==> src/teo_pkg.sv <==
// Shared types and constants for the two-axis encoder odometry block.
// No dependencies; imported by every module of the block.
`timescale 1ns / 1ps

package teo_pkg;

    localparam int TEO_CNT_W   = 32;
    localparam int TEO_TOT_W   = 48;
    localparam int TEO_MUL_AW  = 49;
    localparam int TEO_MUL_BW  = 17;
    localparam int TEO_MUL_PW  = TEO_MUL_AW + TEO_MUL_BW;

    localparam logic [32:0] TEO_RAW_COUNT_RANGE = 33'd16777216;

    localparam logic [7:0] TEO_LEN_POS = 8'd7;
    localparam logic [7:0] TEO_CMD_POS = 8'd1;

    typedef enum logic [2:0] {
        REG_AXIS_BUSES = 3'd0,
        REG_X_NODE     = 3'd1,
        REG_Y_NODE     = 3'd2,
        REG_MPC        = 3'd3,
        REG_COS_X      = 3'd4,
        REG_SIN_X      = 3'd5,
        REG_COS_Y      = 3'd6,
        REG_SIN_Y      = 3'd7
    } teo_reg_t;

    typedef struct packed {
        logic taken;
        logic axis;
    } teo_match_t;

endpackage

==> src/teo_mul.sv <==
// Shared signed multiplier with a registered product.
// Depends on teo_pkg for operand widths.
`timescale 1ns / 1ps

module teo_mul
    import teo_pkg::*;
(
    input  logic                          clk,
    input  logic signed [TEO_MUL_AW-1:0]  a,
    input  logic signed [TEO_MUL_BW-1:0]  b,
    output logic signed [TEO_MUL_PW-1:0]  p
);

    logic signed [TEO_MUL_PW-1:0] p_reg;

    always_ff @(posedge clk)
    begin
        p_reg <= a * b;
    end

    assign p = p_reg;

endmodule

==> config.mk <==
export PLATFORM = sky130hd
export DESIGN_NAME = teo_mul
export DESIGN_NICKNAME = d
export VERILOG_FILES = /design/src/teo_pkg.sv /design/src/teo_mul.sv
export SDC_FILE = /design/constraint.sdc
export NUM_CORES = 2
export LEC_CHECK = 0
export BUFFER_PORTS_ARGS = -buffer_cell sky130_fd_sc_hd__buf_2
export CAP_MARGIN = 5
export CORE_UTILIZATION = 35
export CTS_CLUSTER_DIAMETER = 40
export CTS_CLUSTER_SIZE = 20
export DETAILED_ROUTE_END_ITERATION = 10
export HOLD_SLACK_MARGIN = 0.02
export PLACE_DENSITY = 0.54
export SETUP_SLACK_MARGIN = 0.02
export SLEW_MARGIN = 20
export SYNTH_ARGS = -nofsm -noshare
export SYNTH_HDL_FRONTEND = slang
export SYNTH_SLANG_ARGS = --single-unit
==> constraint.sdc <==
create_clock -name clk -period 8.2 [get_ports clk]
set_input_delay 1.23 -clock clk [delete_from_list [all_inputs] [get_ports clk]]
set_output_delay 1.23 -clock clk [all_outputs]
set_load 0.01 [all_outputs]
==> impl_metrics.csv <==
group,metric,value,unit
run_status,status,"completed",
timing,slew_viol_final,0,
worst_setup_path,path_max_fanout,19,
global_route,grt_pass1_wl,132000,µm
logic_synthesis,syn_avg_cell_area,8.94,µm²
logic_synthesis,synth_ff_type,"dfxtp_1",
die,die_h,291,µm
logic_synthesis,synth_cell_types,58,
clock_network,cts-buffers-inserted,9,
clock_network,clockBufferDepth,2,
detailed_routing,avgViaCountPerCell,4.73,
global_route,antenna_found_initial,7,
timing,layout_worst_path_cycle_share,96.1,%
detailed_routing,avgRoutedWirePerCell,18.2,µm
timing,max_slew_margin,38.9,%
logic_synthesis,yosysSeqAreaShare,4.52,%
logic_synthesis,synthTopCellsByCount,"860 x inv_1, 776 x fa_1, 525 x nand2_1",
logic_synthesis,ys_ff_latch,66,
layout,area_delta_synth_final,8.46,%
logic_synthesis,ys_top_cells_by_area,"fa_1 53%, inv_1 11%, and2_1 6.7%, nand2_1 6.7%, ha_1 6.4%",
detailed_routing,ant_nets,0,
worst_setup_path,end_kind,"flip-flop",
detailed_routing,firstDrtPassIters,6,
clock_network,hold_buffers,0,
clock_network,htree_levels,3,
global_route,gr-total-overflow,0,
detailed_routing,drt-total-wl,80800,µm
timing,rsz0062_at_grt,"no",
clock_network,clock-root-buffer,"clkbuf_16",
layout,nNetsFinal,4347,
layout,largest_reg_flops,66,
clock_network,path_clk_slew,0.07,ns
logic_synthesis,async_flop_share,0,%
logic_synthesis,yosys.area.top_type_share,53.2,%
placed_design,dp_slack,-0.0235,ns
timing,finalHoldViolCount,0,
clock_network,clock_sinks,66,
flow_run,max-cap-violations,0,
detailed_routing,drtIter0Drc,1008,
die,io_pins,133,
die,dieArea,84600,µm²
global_route,grt_pass1_vias,22540,
clock_network,cts_setup_buffers,0,
logic_synthesis,synth_edf_count,0,
worst_setup_path,cp-start-kind,"input port",
layout,drive_gt1_share,7.38,%
worst_setup_path,crit_required,8.47,ns
placed_design,hpwlAfterDp,67900,µm
placed_design,gp_congestion,0.896,
placed_design,io_buffers,132,
die,start_util,35.5,%
logic_synthesis,synth-warning-count,0,
die,num_rows,105,
global_route,track_usage,20.2,%
die,die_w,291,µm
logic_synthesis,netlist_area,29200,µm²
logic_synthesis,syn_inst,3268,
timing,fin_crit,7.88,ns
logic_synthesis,synth_fp_nets,4260,
global_route,grt_max_degree,50,
timing,fmax,0.127,GHz
detailed_routing,num_vias,20949,
worst_setup_path,path_class,"input port to flip-flop",
timing,setup_violations,0,
clock_network,cts-resized-gates,0,
timing,finalWorstSetupSlack,0.318,ns
logic_synthesis,yosysMostFrequentCell,"inv_1",
clock_network,cts_tree,"built",
timing,worst_pin_slew,0.917,ns
detailed_routing,route.detailed.drc,0,
die,core,82400,µm²
logic_synthesis,synth_area_leader_cell,"fa_1",
worst_setup_path,cp.arrival,8.15,ns
layout,fillers,8423,
hold_path,min_path_type,"input port to flip-flop",
==> per-stage QoR <==
step	TNS, ns	util (%)	std cells	hold slack, ns	area [µm²]
3_5_place_dp	-0.0265	38.1	4414	1.63	31300
3_3_place_gp	-0.147	38.1	4414	1.62	31300
6_report	0	38.5	4433	1.30	31700
5_1_grt	0	38.5	4433	1.31	31700
4_1_cts	0	38.4	4430	1.27	31700
2_1_floorplan	0	-	3268	1.53	29200
==> worst max-delay path: stages <==
cell and delay (ns):
buf_2 0.48, buf_4 0.26, and2_1 0.15, fa_1 0.45, fa_1 0.48, fa_1 0.46
fa_1 0.47, fa_1 0.55, inv_1 0.05, fa_1 0.47, inv_1 0.04, ha_1 0.44
nand3_1 0.13, o221ai_1 0.72, o2111ai_2 0.17, a211oi_1 0.40, o311ai_2 0.12, buf_4 0.22
a21oi_2 0.24, buf_4 0.16, nor4_1 0.04, a2111oi_1 0.38
==> routing by layer <==
metal	vias to the layer above	GRT usage, %	share of wire (%)
li1	9535	-	-
met1	10859	28.6	46
met2	490	32.8	47
met3	57	3.27	5.3
met4	8	3.76	1.5
met5	-	0	0.062
==> area by class of cell <==
cell class	instances	area (µm²)	area share, %
inverters	861	3230	10.2
well taps	1070	1340	4.23
clock buffers	10	239	0.754
multi-input cells	2197	24100	76.1
flip-flops and latches	66	1320	4.17
diodes	3	7.51	0.0237
repair buffers	220	1350	4.25
clock inverters	6	88.8	0.280
==> cell families after synthesis <==
logic type | after synthesis | synth area share (%)
adder cells (fa/ha/maj) | 925 | 59.6
AND/OR/NAND/NOR | 1000 | 16.2
flip-flops | 66 | 4.52
AO/OA/AOI/OAI | 209 | 4.88
XOR/XNOR | 63 | 1.89
buffers and inverters | 1005 | 12.9
==> layout by cell type, fill, tap and decap left out, drive strengths merged, types with 14 or more instances in the layout <==
cell    count
inv       861
fa        776
nand2     525
and2      315
buf       220
ha        149
nor2       74
dfxtp      66
a21oi      62
xnor2      41
o21ai      36
a21o       30
xor2       22
nand2b     16
nor3       15
nand3      14
==> final timing paths <==
check,from,endpoint,slack (ns),depth (start not counted)
max,b[3],p[46],0.32,22
min,a[0],p[0],1.30,2
Power is not shown: default switching activity piles up to over one toggle a cycle in this logic, so the estimate is an artifact.
