### config.mk
export PLATFORM = sky130hd
export DESIGN_NAME = teo_track
export DESIGN_NICKNAME = d
export VERILOG_FILES = /design/src/teo_pkg.sv /design/src/teo_track.sv
export SDC_FILE = /design/constraint.sdc
export NUM_CORES = 1
export LEC_CHECK = 0
export ABC_AREA = 1
export BUFFER_PORTS_ARGS = -buffer_cell sky130_fd_sc_hd__buf_4
export CORE_MARGIN = 5
export CORE_UTILIZATION = 40
export DETAILED_ROUTE_END_ITERATION = 8
export HOLD_SLACK_MARGIN = 0.02
export MAX_ROUTING_LAYER = met4
export SLEW_MARGIN = 0
export SYNTH_ARGS = -nofsm -noshare
export SYNTH_HDL_FRONTEND = slang
export SYNTH_SLANG_ARGS = --single-unit
### constraint.sdc
create_clock -name clk -period 5.8 [get_ports clk]
set_clock_uncertainty 0.1 [all_clocks]
set_input_delay 1.16 -clock clk [delete_from_list [all_inputs] [get_ports clk]]
set_output_delay 1.16 -clock clk [all_outputs]
set_load 0.01 [all_outputs]
### src/teo_pkg.sv
// Shared types and constants for the two-axis encoder odometry block.
// No dependencies; imported by every module of the block.
`timescale 1ns / 1ps

package teo_pkg;

    localparam int TEO_CNT_W   = 32;
    localparam int TEO_TOT_W   = 48;
    localparam int TEO_MUL_AW  = 49;
    localparam int TEO_MUL_BW  = 17;
    localparam int TEO_MUL_PW  = TEO_MUL_AW + TEO_MUL_BW;

    localparam logic [32:0] TEO_RAW_COUNT_RANGE = 33'd16777216;

    localparam logic [7:0] TEO_LEN_POS = 8'd7;
    localparam logic [7:0] TEO_CMD_POS = 8'd1;

    typedef enum logic [2:0] {
        REG_AXIS_BUSES = 3'd0,
        REG_X_NODE     = 3'd1,
        REG_Y_NODE     = 3'd2,
        REG_MPC        = 3'd3,
        REG_COS_X      = 3'd4,
        REG_SIN_X      = 3'd5,
        REG_COS_Y      = 3'd6,
        REG_SIN_Y      = 3'd7
    } teo_reg_t;

    typedef struct packed {
        logic taken;
        logic axis;
    } teo_match_t;

endpackage

### src/teo_track.sv
// Frame matching and per-axis count tracking: wrap-corrected delta and
// saturating 48-bit totals. Depends on teo_pkg.
`timescale 1ns / 1ps

module teo_track
    import teo_pkg::*;
#(
    parameter logic [32:0] RAW_COUNT_RANGE = TEO_RAW_COUNT_RANGE
)
(
    input  logic                        clk,
    input  logic                        rst_n,
    input  logic                        start,
    input  logic                        commit,
    input  logic                        bus,
    input  logic [10:0]                 frame_id,
    input  logic [7:0]                  length_byte,
    input  logic [7:0]                  node_byte,
    input  logic [7:0]                  command_byte,
    input  logic [TEO_CNT_W-1:0]        raw_count,
    input  logic [1:0]                  axis_buses,
    input  logic [7:0]                  x_node,
    input  logic [7:0]                  y_node,
    output teo_match_t                  match,
    output logic signed [TEO_TOT_W-1:0] total_x,
    output logic signed [TEO_TOT_W-1:0] total_y
);

    localparam logic signed [33:0] RANGE_S = signed'({1'b0, RAW_COUNT_RANGE});
    localparam logic signed [33:0] HALF_S  = signed'({2'b00, RAW_COUNT_RANGE[32:1]});

    logic                        seen_reg [2];
    logic [TEO_CNT_W-1:0]        last_reg [2];
    logic signed [TEO_TOT_W-1:0] total_reg [2];
    teo_match_t                  match_reg;
    logic signed [33:0]          delta_reg;

    logic               hit_x;
    logic               hit_y;
    logic               ax;
    logic [31:0]        diff;
    logic signed [33:0] d_raw;
    logic signed [33:0] d_fix;
    logic signed [48:0] sum;

    always_comb
    begin
        hit_x = (bus == axis_buses[0]) && (frame_id == {3'b000, x_node})
             && (length_byte == TEO_LEN_POS) && (node_byte == x_node)
             && (command_byte == TEO_CMD_POS);
        hit_y = (bus == axis_buses[1]) && (frame_id == {3'b000, y_node})
             && (length_byte == TEO_LEN_POS) && (node_byte == y_node)
             && (command_byte == TEO_CMD_POS);
        ax    = !hit_x;
        diff  = raw_count - last_reg[ax];
        d_raw = 34'(signed'(diff));
        priority if (d_raw > HALF_S)
            d_fix = d_raw - RANGE_S;
        else if (d_raw < -HALF_S)
            d_fix = d_raw + RANGE_S;
        else
            d_fix = d_raw;
        sum = 49'(total_reg[match_reg.axis]) + 49'(delta_reg);
    end

    always_ff @(posedge clk or negedge rst_n)
    begin
        if (!rst_n)
        begin
            seen_reg[0]  <= 1'b0;
            seen_reg[1]  <= 1'b0;
            last_reg[0]  <= '0;
            last_reg[1]  <= '0;
            total_reg[0] <= '0;
            total_reg[1] <= '0;
            match_reg    <= '0;
            delta_reg    <= '0;
        end
        else
        begin
            if (start)
            begin
                match_reg.taken <= hit_x || hit_y;
                match_reg.axis  <= !hit_x && hit_y;
                delta_reg       <= seen_reg[ax] ? d_fix : '0;
                if (hit_x || hit_y)
                begin
                    seen_reg[ax] <= 1'b1;
                    last_reg[ax] <= raw_count;
                end
            end
            if (commit && match_reg.taken)
            begin
                // clamp the total to the 48-bit signed range
                if (sum[48] != sum[47])
                    total_reg[match_reg.axis] <= {sum[48], {(TEO_TOT_W-1){!sum[48]}}};
                else
                    total_reg[match_reg.axis] <= sum[TEO_TOT_W-1:0];
            end
        end
    end

    assign match   = match_reg;
    assign total_x = total_reg[0];
    assign total_y = total_reg[1];

endmodule

==> results.md <==
- Run status: finished, final reports clean
- Worst-margin pin slew: between 0.9 and 1 ns
- Avg Inst Size Synth: between 6 and 7 um2
- Crit-path most repeated cell: nand2_1
- Footprint of the multi-input gates: about 9500 um2
- Seq pwr share: around 36%
- Multiplexer share of the synthesized area: 1.94%
- Post-route ant nets: 0
- Die height: 210 um
- Post-synthesis sequential area ratio: between 30% and 40%
- IO Count: around 190
- Number of max-cap violations: 0
- Mapped Cells: between 2000 and 2500
- Comb power frac: 34.3%
- CP Launch Type: input pin
- Remaining DRCs: 0
- Core area: 39600 um2
- Crit Path Class: input pin to register
- Worst Hold Class: register to register
- Initial DRT Pass Iterations: 5
- Vias in the first global route: approximately 15000
- CTS Buf Count: 17
- Max rail drop VDD: roughly 0.23 mV
- Sequential cell area: around 5000 um2
- Initial Util: roughly two fifths
- Hold buffer count at CTS: 0
- Clock buffer depth: 2
- Total track usage: between 20 and 25%
- Total die area: 44200 um2
- Clock power frac: between 30 and 40%
- Reg clk slew, reported paths: approximately 0.08 ns
- Critical path buffer and inverter count: 2
- Antenna diodes: 0
- Postcts setup bufs: 0
- Initial antenna violation count: 0
- Post-synth EDFFs: 0
- Seq cells post-synth: ~200
- Mapped Area: 16000 um2
- # H-tree levels: 4
- Final Net Count: around 2700
- Die Width: roughly 210 um
- Critical Path End Type: register
- Max stage delay cell, worst path: ha_1
- Fillers: between 4000 and 5000
- First-pass GRT wire length: between 80000 and 90000 um
- Fmax: roughly 200 MHz
- Via density: ~5.0
- YS warnings: 0
- Final hold vios: 0
- Leakage: 9.74 nW
- Layout cells sized above 1: about an eighth
- Synth Area in Compound Gates: between 10% and 20%
- CTS Sinks: around 200
- Period utilisation layout: a little under nine tenths
- Largest net degree at the start of global routing: 125
- Dpl cells: just over 3000
- P&R area growth vs syn: 15.3%
- Total wire length: slightly below 50000 um
- CTS tree: built
- Syn Nets: about 2600
- RSZ-0062 raised after global routing: false
- Switching power: about 1.6 mW
- CTS Root Cell: clkbuf_16
- Synth Area in Simple Gates: 30.6%
- Final Critical Period: approximately 5.0 ns
- Crit path DAT: 5.25 ns
- Non-filler cells in the finished layout: between 3000 and 4000
- Largest stage delay, worst path: 0.33 ns
- Max reg flops: 64
- Final Setup Violations: 0
- Switching share of power: 37.7%
- Synth Area in XOR/XNOR: 3.38%
- CP Max Fanout: 27
- Detailed placement HPWL: 38700 um
- Cts repair resizes: 0
- Main combinational cell family by area after synthesis: simple AND/OR/NAND/NOR gates
- Largest area contributor in the netlist: dfrtp_1
- DR iter-0 viols: 804
- Total power: about 4.1 mW
- Row count: 73
- CP required: a little over 6 ns
- Setup TNS: 0 ns
- Synth Area in Adders: under 10%
- Most numerous cell in the Yosys netlist: nand2_1
- Placer Congestion: between 0.9 and 1
- Cell Int Power: between 2 and 3 mW
- Port Buffer Count: about 190
- Pwr dens: between 200 and 250 nW/um2
- Vias: 15500
- Delay-heaviest family, CP: simple AND/OR/NAND/NOR gates
- Post-synth top cells: nand2_1, inv_1, nor2_1
- Max_slew headroom: between 30% and 40%
- Cells taking the most area after synthesis: dfrtp_1, nand2_1, inv_1, nor2_1, ha_1
- Async SR Flop Fraction: between 90% and 100%
- Congestion Overflow GR: 0
- Netlist cell types: 58
- Later-pin clock latency in the skew report: 0.46 ns
- Max-slew violations: 0
- Share of the synthesized area in the top cell type: a little under a third
- WL/cell: approximately 16 um
- Synth Flop Type: dfrtp_1
[cells by family after synthesis]
group           count (synthesis)
simple gates                 1213
compound gates                429
buf+inv                       392
flops                         197
fa+ha+maj                      83
xor+xnor                       61
mux                            31
[power by group through the flow]
| stage | combinational, mW | clock [mW] | sequential, mW |
|---|---|---|---|
| finish | 1.41 | 1.24 | 1.47 |
| global route | 1.60 | 1.33 | 1.48 |
| CTS | 1.42 | 1.28 | 1.47 |
| detailed placement | 1.42 | 0 | 1.50 |
| global placement | 1.41 | 0 | 1.50 |
| floorplan | 1.01 | 0 | 1.49 |
[cell type report]
class / count / area share [%]
inverter: 318 / 6.48
tap: 525 / 3.56
timing repair buffer: 202 / 8.58
clock inverter: 10 / 0.650
clock buffer: 21 / 2.55
sequential: 197 / 26.7
multi-input combinational: 1817 / 51.5
[per-layer routing]
layer / wire [um] / track usage [%] / part of all wire (%) / vias to the layer above
li1: - / - / - / 7953
met1: 22300 / 29.1 / 45 / 7186
met2: 23800 / 38.5 / 48 / 289
met3: 1750 / 3.30 / 3.5 / 81
met4: 1440 / 7.04 / 2.9 / 0
met5: 0 / - / 0 / -
[cell usage in the layout (no fill, tap or decap), types with 6 or more instances in the layout]
| master | netlist | layout |
|---|---|---|
| o21ai_1 | 12 | 12 |
| nand3_1 | 80 | 79 |
| nor3_1 | 14 | 13 |
| xnor2_1 | 31 | 31 |
| a21boi_2 | 31 | 30 |
| nand2_2 | 13 | 13 |
| o21ai_0 | 171 | 171 |
| xor2_1 | 29 | 29 |
| nor4_1 | 11 | 11 |
| a31oi_1 | 15 | 15 |
| nand3b_1 | 13 | 13 |
| nand2_1 | 757 | 757 |
| dfrtp_1 | 197 | 196 |
| o21bai_1 | 13 | 13 |
| nor2_1 | 288 | 288 |
| o21a_1 | 6 | 6 |
| ha_1 | 81 | 81 |
| a21oi_2 | 33 | 32 |
| a21oi_1 | 101 | 101 |
| clkbuf_16 | 0 | 17 |
| a21o_1 | 11 | 11 |
| a21boi_1 | 18 | 18 |
| buf_4 | 5 | 196 |
| inv_2 | 15 | 15 |
| mux2i_1 | 30 | 30 |
| nand4_1 | 22 | 22 |
| inv_1 | 302 | 300 |
[through the flow]
step	cell area (um2)	hold slack (ns)	worst slack (ns)	utilization, %
after floorplan	16000	0.323	0.988	-
after global placement	17900	0.336	0.343	45.1
after detailed placement	17900	0.341	0.316	45.1
after CTS	18500	0.361	0.799	46.6
after global routing	18500	0.404	0.318	46.6
final	18500	0.359	0.794	46.6
[worst register-to-register path: cells and delay by family, from the launching register on]
kind | cells | cell delay (ns)
simple gates | 8 | 1.62
flops | 1 | 0.43
xor+xnor | 1 | 0.36
fa+ha+maj | 2 | 0.72
buf+inv | 2 | 0.56
compound gates | 4 | 0.81
[final timing paths]
path	from	endpoint	slack (ns)	cells after the start
setup / recovery	command_byte[1]	delta_reg[24]$_DFFE_PN0P_	0.79	28
hold / removal	seen_reg[0]$_DFFE_PN0P_	seen_reg[0]$_DFFE_PN0P_	0.36	2
setup reg to reg	match[0]$_DFFE_PN0P_	total_y[18]$_DFFE_PN0P_	1.14	17
hold reg to reg	seen_reg[0]$_DFFE_PN0P_	seen_reg[0]$_DFFE_PN0P_	0.36	2
max in group asynchronous	rst_n	last_reg[22]$_DFFE_PN0P_	3.87	2
min in group asynchronous	rst_n	total_x[40]$_DFFE_PN0P_	0.59	1
Power figures use the tool's default switching activity.
